**src/design/pida_pkg.sv**
```systemverilog
// Package for the positional insert/delete array: opcodes, result status
// codes, row commands and the control struct sent to every cell. No dependencies.
package pida_pkg;

	localparam int OP_W     = 2;
	localparam int POS_W    = 7;
	localparam int DATA_W   = 32;
	localparam int STATUS_W = 2;
	localparam int INDEX_W  = 6;
	localparam int COUNT_W  = 7;

	typedef enum logic [OP_W-1:0] {
		OP_INSERT   = 2'd0,
		OP_DELETE   = 2'd1,
		OP_TRAVERSE = 2'd2,
		OP_NONE     = 2'd3
	} op_e_t;

	localparam logic [STATUS_W-1:0] STAT_OK     = 2'd0;
	localparam logic [STATUS_W-1:0] STAT_FULL   = 2'd1;
	localparam logic [STATUS_W-1:0] STAT_BADPOS = 2'd2;
	localparam logic [STATUS_W-1:0] STAT_EMPTY  = 2'd3;

	typedef enum logic [1:0] {
		ROW_HOLD,
		ROW_INSERT,
		ROW_DELETE,
		ROW_ROTATE
	} row_op_t;

	typedef enum logic {
		S_IDLE,
		S_TRAV
	} state_t;

	// command broadcast along the row of cells
	typedef struct packed {
		row_op_t             op;
		logic [POS_W-1:0]    pos;
		logic [COUNT_W-1:0]  tail;
		logic [DATA_W-1:0]   elem;
	} row_ctrl_t;

endpackage

```
**src/design/pida_cell.sv**
```systemverilog
// One cell of the list row: holds one element; loads from its neighbors, the head or the command.
// Depends on pida_pkg for the row command struct.
module pida_cell
	import pida_pkg::*;
#(
	parameter int IDX = 0
) (
	input  logic              clk,
	input  row_ctrl_t         ctrl,
	input  logic [DATA_W-1:0] lo,
	input  logic [DATA_W-1:0] hi,
	input  logic [DATA_W-1:0] head,
	output logic [DATA_W-1:0] value
);

	localparam logic [POS_W-1:0] MY_IDX = POS_W'(IDX);

	logic [DATA_W-1:0] value_q;
	logic [DATA_W-1:0] value_d;

	always_comb begin
		value_d = value_q;
		case (ctrl.op)
			ROW_INSERT: begin
				if (MY_IDX == ctrl.pos) begin
					value_d = ctrl.elem;
				end else if (MY_IDX > ctrl.pos) begin
					value_d = lo;
				end
			end
			ROW_DELETE: begin
				if (MY_IDX >= ctrl.pos) begin
					value_d = hi;
				end
			end
			ROW_ROTATE: begin
				// wrap the head into the last occupied cell
				value_d = (MY_IDX == ctrl.tail) ? head : hi;
			end
			default: begin
				value_d = value_q;
			end
		endcase
	end

	always_ff @(posedge clk) begin
		value_q <= value_d;
	end

	assign value = value_q;

endmodule

```
**config.mk**
```make
export PLATFORM = sky130hd
export DESIGN_NAME = pida_cell
export DESIGN_NICKNAME = d
export VERILOG_FILES = /design/src/design/pida_pkg.sv /design/src/design/pida_cell.sv
export SDC_FILE = /design/constraint.sdc
export NUM_CORES = 1
export LEC_CHECK = 0
export BUFFER_PORTS_ARGS = -buffer_cell sky130_fd_sc_hd__buf_4
export CORE_UTILIZATION = 40
export CTS_CLUSTER_DIAMETER = 40
export CTS_CLUSTER_SIZE = 12
export DETAILED_ROUTE_END_ITERATION = 7
export PLACE_DENSITY = 0.75
export SYNTH_ARGS = -nofsm -noshare
export SYNTH_HDL_FRONTEND = slang
export SYNTH_SLANG_ARGS = --single-unit
```
**constraint.sdc**
```tcl
create_clock -name clk -period 3.15 [get_ports clk]
set_clock_uncertainty 0.1 [all_clocks]
set_input_delay 0.1575 -clock clk [delete_from_list [all_inputs] [get_ports clk]]
set_output_delay 0.1575 -clock clk [all_outputs]
set_load 0.05 [all_outputs]
```
==> impl_metrics.csv, run 1 <==
group,metric,value,unit
cells_and_area,seq_area,960.9,µm²
timing,clock.fmax,487.6,MHz
floorplan,die_area,7316,µm²
routing,postRouteAntennaNets,0,
critical_path,startpoint_type,"input pin",
critical_path,crit_required,3.05,ns
global_route,grt_remaining_overflow,0,
timing,maxSlewViolCount,0,
timing,max_slew_margin,24.25,%
cells_and_area,largest_reg_flops,32,
critical_path,worst-setup-path-type,"in -> reg",
global_route,antenna_found_initial,0,
global_route,grt_pass1_vias,2906,
worst_hold_path,min_path_cells,3,
clocking,path_clk_slew,0.07,ns
place,place.gp.congestion,0.7963,
clocking,post_cts_resized,0,
routing,avgViaCountPerCell,5.765,
run,cap_violations,0,
synth,postSynthCellCount,270,
critical_path,endpoint_kind,"register",
critical_path,cpPeakStageDelay,1.14,ns
floorplan,start_util,41.31,%
place,numPortBuffers,176,
synth,syn_avg_cell_area,10.34,µm²
global_route,grt_first_pass_wirelength,14.08,mm
cells_and_area,multi_input_area,1659,µm²
routing,vias,2894,
worst_hold_path,min_to,"value[13]",
outcome,status,"finished, final reports clean",
cells_and_area,nNetsFinal,567,
pwr,vdd_ir_drop_max,145.6,µV
floorplan,die_y,85.54,µm
synth,ys_seq_elements,32,
critical_path,cp_max_fo,32,
timing,setup_viol,0,
critical_path,cp_slowest_cell,"or4b_2",
floorplan,coreArea,6756,µm²
critical_path,cp_cell_sequence,"buf_4 -> or4b_2 -> nor4b_1 -> a2111oi_0",
synth,ys.warnings.count,0,
timing,finalSetupTns,0,ns
global_route,track_usage,24.34,%
place,hpwl,6.206,mm
routing,drtPass1Iterations,6,
synth,syn_area,2791,µm²
timing,rsz0062_at_grt,"no",
floorplan,rows,30,
critical_path,cp.arrival,1.95,ns
pwr,powerDensity,306.8,nW/µm²
clocking,root_buffer,"clkbuf_8",
routing,drt_iter0_drc,123,
cells_and_area,antenna_cells,0,
routing,drcViolationCount,0,
clocking,hold_buffers,0,
clocking,cts_buffer_depth,2,
global_route,grt_max_degree,72,
synth,ys_types,22,
floorplan,num_io_pins,177,
cells_and_area,syn2layout_area_growth,49.39,%
timing,report.final.hold_viol_count,0,
critical_path,startpoint,"ctrl[33]",
routing,avgRoutedWirePerCell,18.26,µm
pwr,leakage,1.601,nW
timing,tightestPinTransition,1.136,ns
synth,seq_area_frac_synth,34.42,%
clocking,cts_tree,"done",
timing,min_period_over_period,65.11,%
synth,synthesis.nets,415,
clocking,cts_setup_buffers,0,
clocking,cts_max_level,2,
timing,fin_hold_ws,0.2043,ns
worst_hold_path,hold_class,"in -> reg",
clocking,cts_sinks,32,
floorplan,die_w,85.54,µm
cells_and_area,final.fill_count,598,
routing,routed_wl,9.168,mm
cells_and_area,drive_gt1_share,54.98,%
clocking,numCtsBuffers,5,
timing,post-route-min-period,2.051,ns
worst_hold_path,hold_start,"ctrl[13]",
## critical path: cells and delay by family
kind	cells	cell delay, ns
AO/OA/AOI/OAI	1	0.13
AND/OR/NAND/NOR	2	1.53
buffers and inverters	1	0.12
## layout make-up
cell class,count,area share (%)
clock buffer,5,1.650
multi-input combinational,200,39.78
timing repair buffer,183,32.94
sequential,32,23.04
clock inverter,2,0.1800
tap,80,2.400
## kinds of logic (layout without fill, tap and decap cells)
family,Yosys count,count (layout),synth area share (%)
AND/OR/NAND/NOR,103,103,31.65
AO/OA/AOI/OAI,96,96,26.53
buffers and inverters,38,190,7.037
adder cells (fa/ha/maj),1,1,0.3586
flip-flops,32,32,34.42
## power breakdown
part	internal, mW	switching (mW)	total (mW)	leakage (nW)
registers	0.509	0.00919	0.518	0.306
clock network	0.146	0.149	0.294	0.0391
logic	0.211	0.256	0.467	1.26
total	0.866	0.414	1.28	1.60
## cell usage in the layout, fill, tap and decap left out
cell type  instances
a21oi_1           32
nand2b_1          32
a2111oi_0         12
edfxtp_1          32
nor4_4             2
clkbuf_8           5
and2_1             1
nor4b_1            2
a2111oi_1         13
or4_4              1
nor4b_2           29
nor4b_4            2
clkinv_1           2
or4b_2             1
a2111oi_2          7
a211oi_1          32
buf_4            183
nor2_1            32
nor3_4             1
maj3_2             1
## metal layers
| metal | global-route usage [%] | vias to the layer above | wire length (µm) |
|---|---|---|---|
| li1 | - | 1381 | - |
| met1 | 28.25 | 1360 | 3583 |
| met2 | 43.71 | 138 | 4827 |
| met3 | 5.871 | 15 | 602 |
| met4 | 8.636 | 0 | 155 |
| met5 | 0 | - | 0 |
## cell usage after synthesis
cell	count	area share [%]
a211oi_1	32	8.6
a21oi_1	32	5.7
edfxtp_1	32	34
nand2b_1	32	7.2
nor2_1	32	4.3
nor4b_2	30	16
clkbuf_1	19	2.6
a2111oi_1	13	4.7
buf_2	13	2.3
a2111oi_0	12	3.8
a2111oi_2	7	3.8
buf_6	4	1.6
buf_4	2	0.54
nor4b_1	2	0.63
and2_0	1	0.22
maj3_1	1	0.36
nor3_2	1	0.36
nor4_2	1	0.45
nor4_4	1	0.76
nor4b_4	1	0.85
or4_4	1	0.40
or4b_1	1	0.36
## worst max path at each step
stage | end | slack (ns) | cells past startpoint
floorplan | value[0] | 0.76 | 5
global placement | value[20] | 0.82 | 4
detailed placement | value[21] | 0.81 | 4
CTS | value[21] | 1.11 | 4
global route | value[21] | 1.04 | 4
finish | value[21] | 1.10 | 4
## through the flow
stage          setup slack, ns  util [%]  total power, mW  cells  instance area, µm²
6_report                 1.099     61.72            1.280    502                4170
5_1_grt                  1.041     61.72            1.335    502                4170
3_5_place_dp            0.8141     60.59           0.9940    495                4094
3_3_place_gp            0.8198     60.59           0.9883    495                4094
2_1_floorplan           0.7607         -           0.7719    270                2791
4_1_cts                  1.111     61.72            1.291    502                4170
(Power assumes the default switching activity.)
==> run 2: changes to the inputs <==
- CORE_UTILIZATION: 40 -> 39
- PLACE_DENSITY: 0.75 -> 0.76
- clock period: 3.15 -> 1.65 ns (I/O delays scaled with it)
==> run 2 against run 1 <==
Via count grew 5.3%. Combinational power grew 100%. Hold slack lost 0.080 ns. Sequential cell count is the same. Routed wire length grew 1.5%. Final cell count grew 7.0%. Global-route usage grew 0.12 points. Sequential power grew 91%. Count of clock-buffer cells in the layout is the same. Total power grew 110%. Design area grew 6.8%.
==> impl_metrics.csv, run 2 (same netlist as run 1, synthesis figures left out) <==
group,metric,value,unit
clocking,cts_buffer_depth,2,
timing,report.final.hold_viol_count,0,
timing,worst_slack,0.05960,ns
floorplan,die_area,7500,µm²
critical_path,crit_family,"simple AND/OR/NAND/NOR gates",
routing,postRouteAntennaNets,0,
pwr,leakage,1.740,nW
clocking,cts_tree,"done",
cells_and_area,fin_cells,537,
critical_path,cp_slowest_cell,"or4b_2",
cells_and_area,final_util,64.81,%
clocking,numCtsBuffers,5,
cells_and_area,seq_area,960.9,µm²
cells_and_area,mostFrequentLayoutCell,"buf_4",
global_route,grt_first_pass_wirelength,14.26,mm
pwr,vdd_ir_drop_max,336.7,µV
pwr,powerDensity,604.4,nW/µm²
critical_path,startpoint_type,"input pin",
place,place_inst,529,
routing,routed_wl,9.307,mm
global_route,grt_remaining_overflow,0,
timing,maxSlewViolCount,0,
timing,finalSetupTns,0,ns
place,numPortBuffers,176,
clocking,cts_sinks,32,
timing,fin_hold_ws,0.1238,ns
cells_and_area,antenna_cells,0,
cells_and_area,largest_reg_flops,32,
timing,post-route-min-period,1.590,ns
cells_and_area,finalInstanceArea,4452,µm²
cells_and_area,syn2layout_area_growth,59.48,%
timing,min_period_over_period,96.39,%
floorplan,die_y,86.60,µm
routing,drt_iter0_drc,174,
clocking,hold_buffers,0,
floorplan,rows,30,
global_route,antenna_found_initial,0,
timing,tightestPinTransition,0.4719,ns
critical_path,crit_required,1.55,ns
routing,drcViolationCount,0,
critical_path,endpoint_kind,"register",
place,hpwl,6.919,mm
clocking,root_buffer,"clkbuf_8",
critical_path,cp.arrival,1.49,ns
critical_path,cp_max_fo,32,
cells_and_area,drive_gt1_share,57.14,%
routing,vias,3047,
run,cap_violations,0,
timing,rsz0062_at_grt,"yes",
cells_and_area,nNetsFinal,585,
critical_path,cpPeakStageDelay,0.70,ns
timing,clock.fmax,628.8,MHz
critical_path,cp_num_buf_inv,2,
timing,setup_viol,0,
floorplan,num_io_pins,177,
critical_path,worst-setup-path-type,"in -> reg",
global_route,grt_max_degree,67,
cells_and_area,multi_input_area,1668,µm²
floorplan,start_util,40.64,%
critical_path,cp_cell_sequence,"buf_4 -> or4b_2 -> buf_12 -> nor4b_1 -> a2111oi_0",
clocking,path_clk_slew,0.07,ns
global_route,track_usage,24.46,%
cells_and_area,final.fill_count,579,
timing,max_slew_margin,67.73,%
routing,drtPass1Iterations,5,
routing,avgViaCountPerCell,5.674,
worst_hold_path,min_path_cells,3,
floorplan,coreArea,6869,µm²
place,post_dp_cell_area,4339,µm²
critical_path,cp.depth,5,
routing,avgRoutedWirePerCell,17.33,µm
floorplan,die_w,86.60,µm
place,place.gp.congestion,0.8278,
global_route,grt_pass1_vias,3015,
pwr,power,2.691,mW
outcome,status,"finished, final reports clean",
place,dp_worst_setup_slack,-0.2731,ns
worst_hold_path,hold_class,"in -> reg",
clocking,cts_max_level,2,
[run 2: layout make-up]
cell class	instances	area share, %
Clock buffer	5	1.546
Clock inverter	3	0.8432
Multi-Input combinational cell	200	37.46
Tap cell	96	2.698
Timing Repair Buffer	201	35.86
Sequential cell	32	21.59
[run 2: path summary, 6_finish.rpt]
| check | from | end | slack (ns) |
|---|---|---|---|
| max | ctrl[33] | value[21] | 0.06 |
| min | ctrl[18] | value[18] | 0.12 |
[run 2: timing repair]
item,CTS,global route
gates resized for setup,0,1
setup endpoints to repair,0,2
setup buffers,0,0
[run 2: where the power goes]
| group | total, mW | internal, mW | switching, mW |
|---|---|---|---|
| logic | 0.942 | 0.443 | 0.499 |
| registers | 0.990 | 0.971 | 0.0184 |
| clock network | 0.759 | 0.440 | 0.319 |
[run 2: layer usage]
metal | up-vias | track usage (%) | part of all wire [%]
li1 | 1425 | - | -
met2 | 174 | 42.50 | 50
met3 | 20 | 4.190 | 7.4
met1 | 1428 | 29.61 | 40
met5 | - | 0 | 0
met4 | 0 | 11.06 | 2.5
